==> src/sv/sls_pkg.sv <==
// ----------------------------------------------------------------------------
// sls_pkg
// Shared operation and status codes and the control bundle that the sorted
// list store broadcasts to its row of cells.
// ----------------------------------------------------------------------------
package sls_pkg;

  localparam int VAL_W = 32;
  localparam int OP_W  = 3;
  localparam int IDX_W = 4;
  localparam int ST_W  = 2;
  localparam int CNT_W = 5;

  localparam logic [OP_W-1:0] OP_INSERT  = 3'd0;
  localparam logic [OP_W-1:0] OP_POP_MIN = 3'd1;
  localparam logic [OP_W-1:0] OP_POP_MAX = 3'd2;
  localparam logic [OP_W-1:0] OP_READ    = 3'd3;
  localparam logic [OP_W-1:0] OP_CLEAR   = 3'd4;

  localparam logic [ST_W-1:0] ST_OK    = 2'd0;
  localparam logic [ST_W-1:0] ST_EMPTY = 2'd1;
  localparam logic [ST_W-1:0] ST_FULL  = 2'd2;

  typedef struct packed {
    logic                    ins;
    logic                    shift;
    logic signed [VAL_W-1:0] value;
  } sls_ctrl_t;

endpackage

==> src/sv/sls_req_if.sv <==
// ----------------------------------------------------------------------------
// sls_req_if
// Request channel of the sorted list store: one operation per request.
// ----------------------------------------------------------------------------
interface sls_req_if;
  logic               valid;
  logic               ready;
  logic [2:0]         operation;
  logic signed [31:0] value;
  logic [3:0]         index;

  modport source (output valid, output operation, output value, output index, input ready);
  modport sink (input valid, input operation, input value, input index, output ready);
endinterface

==> src/sv/sls_rsp_if.sv <==
// ----------------------------------------------------------------------------
// sls_rsp_if
// Response channel of the sorted list store: status, value and count.
// ----------------------------------------------------------------------------
interface sls_rsp_if;
  logic               valid;
  logic               ready;
  logic [1:0]         status;
  logic signed [31:0] result_value;
  logic [4:0]         entry_count;

  modport source (output valid, output status, output result_value, output entry_count,
                  input ready);
  modport sink (input valid, input status, input result_value, input entry_count,
                output ready);
endinterface

==> src/sv/sorted_list_store_core.sv <==
// ----------------------------------------------------------------------------
// sorted_list_store_core
// Double-ended priority queue holding up to DEPTH signed values in ascending
// order in a row of cells.
// ----------------------------------------------------------------------------
// Each request is one operation: insert (after equal values), remove the
// smallest, remove the largest, read at an index, or clear. Every request
// produces exactly one response with a status, a value and the count after
// the operation. A request is applied when accepted: every cell compares its
// own value against the inserted one and shifts in the same cycle, and one
// read port over the row supplies the removed or read value. The response
// sits in an output register, so a new request is accepted in each cycle
// in which the previous response is taken or none is pending. Unused
// operation codes leave the store unchanged and answer ok with a zero value.
// ----------------------------------------------------------------------------
module sorted_list_store_core import sls_pkg::*; #(
  parameter int DEPTH = 16
) (
  input  logic  clk,
  input  logic  rst,
  sls_req_if.sink   req,
  sls_rsp_if.source rsp
);

  localparam int CW = $clog2(DEPTH + 1);
  localparam int IW = $clog2(DEPTH);
  localparam int XW = (CW > IDX_W) ? CW : IDX_W;

  logic [CW-1:0]           count;
  logic [CW-1:0]           count_next;
  logic                    accept;
  logic                    full;
  logic                    empty;
  sls_ctrl_t               ctrl;
  logic [IW-1:0]           rd_sel;
  logic signed [VAL_W-1:0] rd_data;
  logic [ST_W-1:0]         status_next;
  logic signed [VAL_W-1:0] result_next;
  logic                    gt_row  [DEPTH];
  logic signed [VAL_W-1:0] val_row [DEPTH];

  assign req.ready = !rsp.valid || rsp.ready;
  assign accept    = req.valid && req.ready;
  assign full      = count == CW'(DEPTH);
  assign empty     = count == '0;

  always_comb begin
    ctrl.ins   = accept && (req.operation == OP_INSERT) && !full;
    ctrl.shift = accept && (req.operation == OP_POP_MIN) && !empty;
    ctrl.value = req.value;
  end

  for (genvar i = 0; i < DEPTH; i++) begin : g_cell
    logic                    p_gt;
    logic signed [VAL_W-1:0] p_val;
    logic signed [VAL_W-1:0] n_val;
    if (i == 0) begin : g_first
      assign p_gt  = 1'b0;
      assign p_val = '0;
    end else begin : g_mid
      assign p_gt  = gt_row[i-1];
      assign p_val = val_row[i-1];
    end
    if (i == DEPTH - 1) begin : g_last
      assign n_val = val_row[i];
    end else begin : g_inner
      assign n_val = val_row[i+1];
    end
    sls_cell #(.CW(CW), .IDX(i)) u_cell (
      .clk        (clk),
      .ctrl       (ctrl),
      .count      (count),
      .prev_gt    (p_gt),
      .prev_value (p_val),
      .next_value (n_val),
      .gt         (gt_row[i]),
      .value      (val_row[i])
    );
  end

  always_comb begin
    unique case (req.operation)
      OP_READ:    rd_sel = IW'(req.index);
      OP_POP_MAX: rd_sel = IW'(count - CW'(1));
      default:    rd_sel = '0;
    endcase
    rd_data = val_row[rd_sel];
  end

  always_comb begin
    status_next = ST_OK;
    result_next = '0;
    count_next  = count;
    unique case (req.operation) inside
      OP_INSERT: begin
        if (full) begin
          status_next = ST_FULL;
        end else begin
          count_next = count + CW'(1);
        end
      end
      OP_POP_MIN, OP_POP_MAX: begin
        if (empty) begin
          status_next = ST_EMPTY;
        end else begin
          result_next = rd_data;
          count_next  = count - CW'(1);
        end
      end
      OP_READ: begin
        if (XW'(req.index) >= XW'(count)) begin
          status_next = ST_EMPTY;
        end else begin
          result_next = rd_data;
        end
      end
      OP_CLEAR: begin
        count_next = '0;
      end
      default: begin
        count_next = count;
      end
    endcase
  end

  always_ff @(posedge clk) begin
    if (rst) begin
      count     <= '0;
      rsp.valid <= 1'b0;
    end else begin
      if (accept) begin
        count     <= count_next;
        rsp.valid <= 1'b1;
      end else if (rsp.ready) begin
        rsp.valid <= 1'b0;
      end
    end
  end

  always_ff @(posedge clk) begin
    if (accept) begin
      rsp.status       <= status_next;
      rsp.result_value <= result_next;
      rsp.entry_count  <= CNT_W'(count_next);
    end
  end

  a_count_bound: assert property (@(posedge clk) disable iff (rst)
    count <= CW'(DEPTH))
    else $error("entry count exceeds depth");

  a_insert_grows: assert property (@(posedge clk) disable iff (rst)
    accept && (req.operation == OP_INSERT) && !full |=> count == $past(count) + CW'(1))
    else $error("insert did not grow the count");

  a_rsp_count: assert property (@(posedge clk) disable iff (rst)
    rsp.valid |-> rsp.entry_count == CNT_W'(count))
    else $error("response count disagrees with stored count");

  a_full_status: assert property (@(posedge clk) disable iff (rst)
    rsp.valid && (rsp.status == ST_FULL) |-> full)
    else $error("full status while store not full");

endmodule

==> src/sv/sls_cell.sv <==
// ----------------------------------------------------------------------------
// sls_cell
// One slot of the sorted row. It compares its value with the one being
// inserted and takes its left neighbor's value, the new value, or its right
// neighbor's value as the broadcast operation requires.
// ----------------------------------------------------------------------------
module sls_cell import sls_pkg::*; #(
  parameter int CW  = 5,
  parameter int IDX = 0
) (
  input  logic                    clk,
  input  sls_ctrl_t               ctrl,
  input  logic [CW-1:0]           count,
  input  logic                    prev_gt,
  input  logic signed [VAL_W-1:0] prev_value,
  input  logic signed [VAL_W-1:0] next_value,
  output logic                    gt,
  output logic signed [VAL_W-1:0] value
);

  logic live;
  logic at_end;

  always_comb begin
    live   = CW'(IDX) < count;
    at_end = CW'(IDX) == count;
    gt     = live && (value > ctrl.value);
  end

  always_ff @(posedge clk) begin
    if (ctrl.ins) begin
      if (prev_gt) begin
        value <= prev_value;
      end else if (gt || at_end) begin
        value <= ctrl.value;
      end
    end else if (ctrl.shift) begin
      value <= next_value;
    end
  end

endmodule
==> src/flat_wrapper.sv <==
// flat-port wrapper written by rule: the top's interface ports become plain ports
module sorted_list_store_core_flat import sls_pkg::*;
#(
  parameter int DEPTH = 16
)
  (clk, rst, req_valid, req_operation, req_value, req_index, req_ready, rsp_valid, rsp_status, rsp_result_value, rsp_entry_count, rsp_ready);
  sls_req_if req_i ();
  sls_rsp_if rsp_i ();
  input  logic clk;
  input  logic rst;
  input wire logic [$bits(req_i.valid)-1:0] req_valid;
  input wire logic [$bits(req_i.operation)-1:0] req_operation;
  input wire logic [$bits(req_i.value)-1:0] req_value;
  input wire logic [$bits(req_i.index)-1:0] req_index;
  output wire logic [$bits(req_i.ready)-1:0] req_ready;
  output wire logic [$bits(rsp_i.valid)-1:0] rsp_valid;
  output wire logic [$bits(rsp_i.status)-1:0] rsp_status;
  output wire logic [$bits(rsp_i.result_value)-1:0] rsp_result_value;
  output wire logic [$bits(rsp_i.entry_count)-1:0] rsp_entry_count;
  input wire logic [$bits(rsp_i.ready)-1:0] rsp_ready;
  assign req_i.valid = req_valid;
  assign req_i.operation = req_operation;
  assign req_i.value = req_value;
  assign req_i.index = req_index;
  assign req_ready = req_i.ready;
  assign rsp_valid = rsp_i.valid;
  assign rsp_status = rsp_i.status;
  assign rsp_result_value = rsp_i.result_value;
  assign rsp_entry_count = rsp_i.entry_count;
  assign rsp_i.ready = rsp_ready;
  sorted_list_store_core #(.DEPTH(DEPTH)) u_core (.clk(clk), .rst(rst), .req(req_i), .rsp(rsp_i));
endmodule
==> config.mk <==
export PLATFORM = sky130hd
export DESIGN_NAME = sorted_list_store_core_flat
export DESIGN_NICKNAME = d
export VERILOG_FILES = /design/src/sv/sls_pkg.sv /design/src/sv/sls_req_if.sv /design/src/sv/sls_rsp_if.sv /design/src/sv/sorted_list_store_core.sv /design/src/sv/sls_cell.sv /design/src/flat_wrapper.sv
export SDC_FILE = /design/constraint.sdc
export NUM_CORES = 2
export LEC_CHECK = 0
export BUFFER_PORTS_ARGS = -buffer_cell sky130_fd_sc_hd__buf_2
export CAP_MARGIN = 20
export CELL_PAD_IN_SITES_DETAIL_PLACEMENT = 0
export CELL_PAD_IN_SITES_GLOBAL_PLACEMENT = 2
export CORE_MARGIN = 2
export CORE_UTILIZATION = 25
export CTS_CLUSTER_DIAMETER = 40
export CTS_CLUSTER_SIZE = 28
export DETAILED_ROUTE_END_ITERATION = 10
export GPL_TIMING_DRIVEN = 0
export PLACE_DENSITY_LB_ADDON = 0.1
export SKIP_CTS_REPAIR_TIMING = 1
export SYNTH_ARGS = -nofsm -noshare
export SYNTH_HDL_FRONTEND = slang
export SYNTH_HIERARCHICAL = 1
export SYNTH_SLANG_ARGS = --single-unit
==> constraint.sdc <==
create_clock -name clk -period 16.63 [get_ports clk]
set_clock_uncertainty 0.1 [all_clocks]
set_input_delay 0 -clock clk [delete_from_list [all_inputs] [get_ports clk]]
set_output_delay 0 -clock clk [all_outputs]
set_load 0.1 [all_outputs]
### Yosys cells after proc, flatten, opt, wreduce, memory -nomap -nowiden

Cells that the tools add are included.

* flip-flop bits (word level): 557
* bits of input ports: 43
* logic and storage cells: 233

* add/sub/neg operators: 2
* $lt $le $gt $ge: 34
* equality and inequality tests: 35
* mux-type cells: 77
* bitwise operators: 1
* reduce and logical (&&, ||, !) cells: 63

Operator list (number)
* $mux W32: 65
* $gt A32 B32 Y1: 16
* $bmux W32 S4: 1
* $pmux W32 S2: 1
* $ne A3 B3 Y1 const B: 14
* $eq A4 B5 Y1 const A: 8
* $lt A4 B5 Y1 const A: 8
* $reduce_and A2 Y1: 16
* $logic_and A1 B1 Y1: 21
* $eq A3 B5 Y1 const A: 4
* $lt A3 B5 Y1 const A: 4
* $logic_or A1 B1 Y1: 17
* $pmux W5 S3: 1
* $eq A2 B5 Y1 const A: 2
* $lt A1 B5 Y1 const A: 2
* $lt A2 B5 Y1 const A: 2
* $mux W5: 2
* $pmux W4 S2: 1
* $eq A3 B2 Y1 const B: 2
* $pmux W2 S3: 1
* $reduce_bool A2 Y1: 3
* $add A5 B1 Y5 const B: 1
* $eq A1 B5 Y1 const A: 1
* $eq A5 B5 Y1 const B: 1
* other kinds (13): 18

### Logic depth before layout (Yosys ltp)

* depth after elaboration: 8
* depth in mapped cells: 13

### Modules after synthesis

The synthesis kept the hierarchy.

By module, submodules not included
* sorted_list_store_core: instances 1, cells an instance 1003, area each 6505.0 um2
* sls_cell at u_core.g_cell[0].u_cell: instances 1, cells an instance 264, area each 2528.7 um2
* sls_cell at u_core.g_cell[10].u_cell: instances 1, cells an instance 270, area each 2519.9 um2
* sls_cell at u_core.g_cell[6].u_cell: instances 1, cells an instance 261, area each 2506.2 um2
* sls_cell at u_core.g_cell[13].u_cell: instances 1, cells an instance 261, area each 2501.1 um2
* sls_cell at u_core.g_cell[4].u_cell: instances 1, cells an instance 264, area each 2496.1 um2
* sls_cell at u_core.g_cell[12].u_cell: instances 1, cells an instance 264, area each 2492.4 um2
* sls_cell at u_core.g_cell[15].u_cell: instances 1, cells an instance 268, area each 2488.6 um2
* sls_cell at u_core.g_cell[7].u_cell: instances 1, cells an instance 266, area each 2488.6 um2
* sls_cell at u_core.g_cell[11].u_cell: instances 1, cells an instance 267, area each 2486.1 um2
* sls_cell at u_core.g_cell[5].u_cell: instances 1, cells an instance 261, area each 2486.1 um2
* sls_cell at u_core.g_cell[8].u_cell: instances 1, cells an instance 264, area each 2479.9 um2
* sls_cell at u_core.g_cell[9].u_cell: instances 1, cells an instance 264, area each 2471.1 um2
* sls_cell at u_core.g_cell[2].u_cell: instances 1, cells an instance 261, area each 2463.6 um2
* 3 more rows

### Worst setup path after synthesis

Ideal clock, no wire load.

* path kind: reg-to-reg
* start point: register u_core.rsp.valid
* end point: register u_core.g_cell[13].u_cell.value[0], enable pin
* arrival: 5.680 ns
* path slack: 10.408 ns
* stages on the path, launching flop included: 7
* buffers on the path: 1
* cell sequence: dfxtp_1 nand2b_1 nand2_1 nor2_1 clkbuf_8 nor2_1 o41ai_2

RTL lines
* start, declared: line sls_rsp_if.sv:12 `modport source (output valid, output status, output result_value, output entry_count,`
* start signal, assigned: line sorted_list_store_core.sv:129 `rsp.valid <= 1'b0;`
* start signal, assigned: line sorted_list_store_core.sv:133 `rsp.valid <= 1'b1;`
* start signal, assigned: line sorted_list_store_core.sv:135 `rsp.valid <= 1'b0;`
* end signal, assigned: line sls_cell.sv:33 `value <= prev_value;`
* end signal, assigned: line sls_cell.sv:35 `value <= ctrl.value;`
* end signal, assigned: line sls_cell.sv:38 `value <= next_value;`
* end, declared: line sls_cell.sv:18 `output logic signed [VAL_W-1:0] value`

### Final worst setup path

* start point: register u_core.g_cell[1].u_cell.value[25]
* end point: register u_core.g_cell[2].u_cell.value[8], enable pin

* cells in the longest elaborated chain, start to end: 4

RTL lines
* start, declared: line sls_cell.sv:18
* start signal, assigned: line sls_cell.sv:33
* start signal, assigned: line sls_cell.sv:35
* start signal, assigned: line sls_cell.sv:38
* $gt A32 B32 Y1: line sls_cell.sv:27 `gt = live && (value > ctrl.value);`
* $logic_and A1 B1 Y1: line sls_cell.sv:27
* via u_core.g_cell[2].p_gt: line sorted_list_store_core.sv:54 `logic p_gt;`
* $ne A3 B3 Y1 (no line)
* $reduce_and A2 Y1 (no line)
* end signal, assigned: line sls_cell.sv:33
* end signal, assigned: line sls_cell.sv:35
* end signal, assigned: line sls_cell.sv:38
* end, declared: line sls_cell.sv:18

The timed path passes the listed nets, and every way through them passes these cells.
A chain may end at the register's enable or synchronous reset.

==> impl_results.md <==
- Status: finished, violations left
- Failing checks: hold timing
- Post-route antenna net violation count: 0
- Min-Delay Path Depth: 3
- Yosys Warn Count: 6
- DRC violation count after routing: 0
- Clock-pin slew on the worst setup and hold paths: 0.04 ns
- Drt total wl: 222 mm
- Core ar.: 183000 um2
- Fmax: 185 MHz
- Port bufs: 82
- Root Driver: clkbuf_16
- Hold Path Class: in2reg
- Gr usage total: 23.1%
- Vias per cell: 5.02
- Share of cells above drive strength 1: 10.2%
- CP max FO: 17
- Hold WS: -0.0398 ns
- # IOs: 84
- Max cap viols: 0
- Antenna violations before repair: 10
- Final RePlAce weighted congestion: 0.865
- P&R area growth vs syn: 22.3%
- CTS Buf Count: 175
- First-pass GRT wire length: 310 mm
- Nets: 6138
- Avg WL per Cell: 27.1 um
- Largest net degree at the start of global routing: 43
- Skew-Pair Late Insertion Delay: 0.80 ns
- Final cycle utilization of the critical path: 32.5%
- Headroom to the max-slew limit: 22.6%
- Starting Density: 25.2%
- Crit end category: flop
- Max-slew violation count: 0
- Die H: 434 um
- Period minus WS final: 5.40 ns
- Total clock sinks: 557
- Synth Instances: 5216
- Synth Area per Inst: 8.87 um2
- Die area: 188000 um2
- Final setup violation count: 0
- TritonCTS clock tree: done
- Initial drt markers: 2689
- Critical Path Source Type: flop
- VDD IR max: 0.0858 mV
- Critical Path AT: 5.79 ns
- Setup Crit Path Kind: reg2reg
- Worst Tran Pin Value: 1.16 ns
- GR Overflow Total: 0
- Hold Vio Cnt, Final: 18
- Vias in the first global route: 42200
- DRT Pass-1 Iters: 5
- Pwr Density: 100 nW/um2
- Synthesized area: 46300 um2
- Total number of vias: 41100
- Setup TNS: 0 ns
- Rows: 157
- Chip Width: 434 um
- Leakage: 23.1 nW
- Unrepaired setup endpoints after global routing: no
- H-tree depth: 4
- R2R cell count: 12
- Required @ worst endpoint: 17.02 ns
- Clock Path Buffers: 3
- Core Util, Final: 30.8%
- HPWL after DPL: 177 mm
## final cells by class
cell class	count	area [um2]
fillers	19800	127000
multi-input cells	3860	26500
flip-flops and latches	557	16700
clock buffers	204	4510
well taps	2464	3080
inverters	542	2040
repair buffers	151	1380
plain buffers	289	1330
clock inverters	111	1010
diodes	4	10.0
## cells in the final DEF, fill, tap and decap left out, types with 23 or more instances in the layout
cell type      count
dlygate4sd3_1     34
clkbuf_1         164
edfxtp_1         551
nor3_1            27
a22oi_1           74
a21oi_1         1052
o211ai_1          27
o21ai_0           60
buf_2            190
inv_1            541
clkbuf_16        176
nand3_1           56
buf_1             24
nand4_1          113
clkinv_1          41
conb_1            33
nand2_1          380
nor2_1           599
o22ai_1           33
a21o_1            23
ha_1             519
mux2i_1          515
a221oi_1          60
## where the power goes
group          switching [mW]  internal (mW)  total (mW)  leakage [nW]
logic                   0.594          0.268       0.863          15.4
clock network            1.05           2.11        3.17          2.68
registers              0.0513           1.60        1.65          5.09
total                    1.70           3.98        5.68          23.1
## per-layer routing
metal	part of all wire, %	global-route usage [%]
met5	0	0
met4	4.0	9.09
met3	3.6	2.92
met2	50	41.0
met1	43	28.2
## flip-flops by register name (all words and copies together) (netlist names)
name	flops
u_core/rsp.status	2
u_core/rsp.entry_count	5
u_core/g_cell.u_cell/value	512
u_core/rsp.result_value	32
u_core/rsp.valid	1
u_core/count	5
## per-stage QoR
step / area (um2) / power [mW] / instances / hold slack (ns) / worst slack [ns]
floorplan: 46400 / 2.17 / 5248 / -0.0309 / 10.41
global placement: 49900 / 2.51 / 7794 / 0.150 / 2.61
detailed placement: 50700 / 2.53 / 7828 / 0.152 / 10.81
CTS: 56200 / 5.74 / 8143 / -0.706 / 11.05
global route: 56500 / 5.89 / 8178 / 0.00274 / 10.94
finish: 56600 / 5.68 / 8182 / -0.0398 / 11.23
## final timing paths
path | start | endpoint | slack [ns]
worst max-delay path | u_core/g_cell[1].u_cell/value[25] | u_core/g_cell[2].u_cell/value[8] | 11.23
worst min-delay path | req_value[26] | u_core/g_cell[0].u_cell/value[26] | -0.04
worst max register to register | u_core/g_cell[1].u_cell/value[25] | u_core/g_cell[2].u_cell/value[8] | 11.23
worst min register to register | u_core/g_cell[7].u_cell/value[2] | u_core/g_cell[6].u_cell/value[2] | 0.59
## critical path, cell delays in order (launching register included)
cell,delay (ns)
edfxtp_1,0.48
ha_1,0.36
a21oi_1,0.16
nor2_1,0.05
a211oi_1,0.61
o211ai_1,0.33
or4b_4,0.59
nand2_1,0.09
clkbuf_1,0.41
clkbuf_1,0.73
nor3b_1,0.21
a31oi_4,0.71
buf_16,0.24
Power figures use the tool's default switching activity.
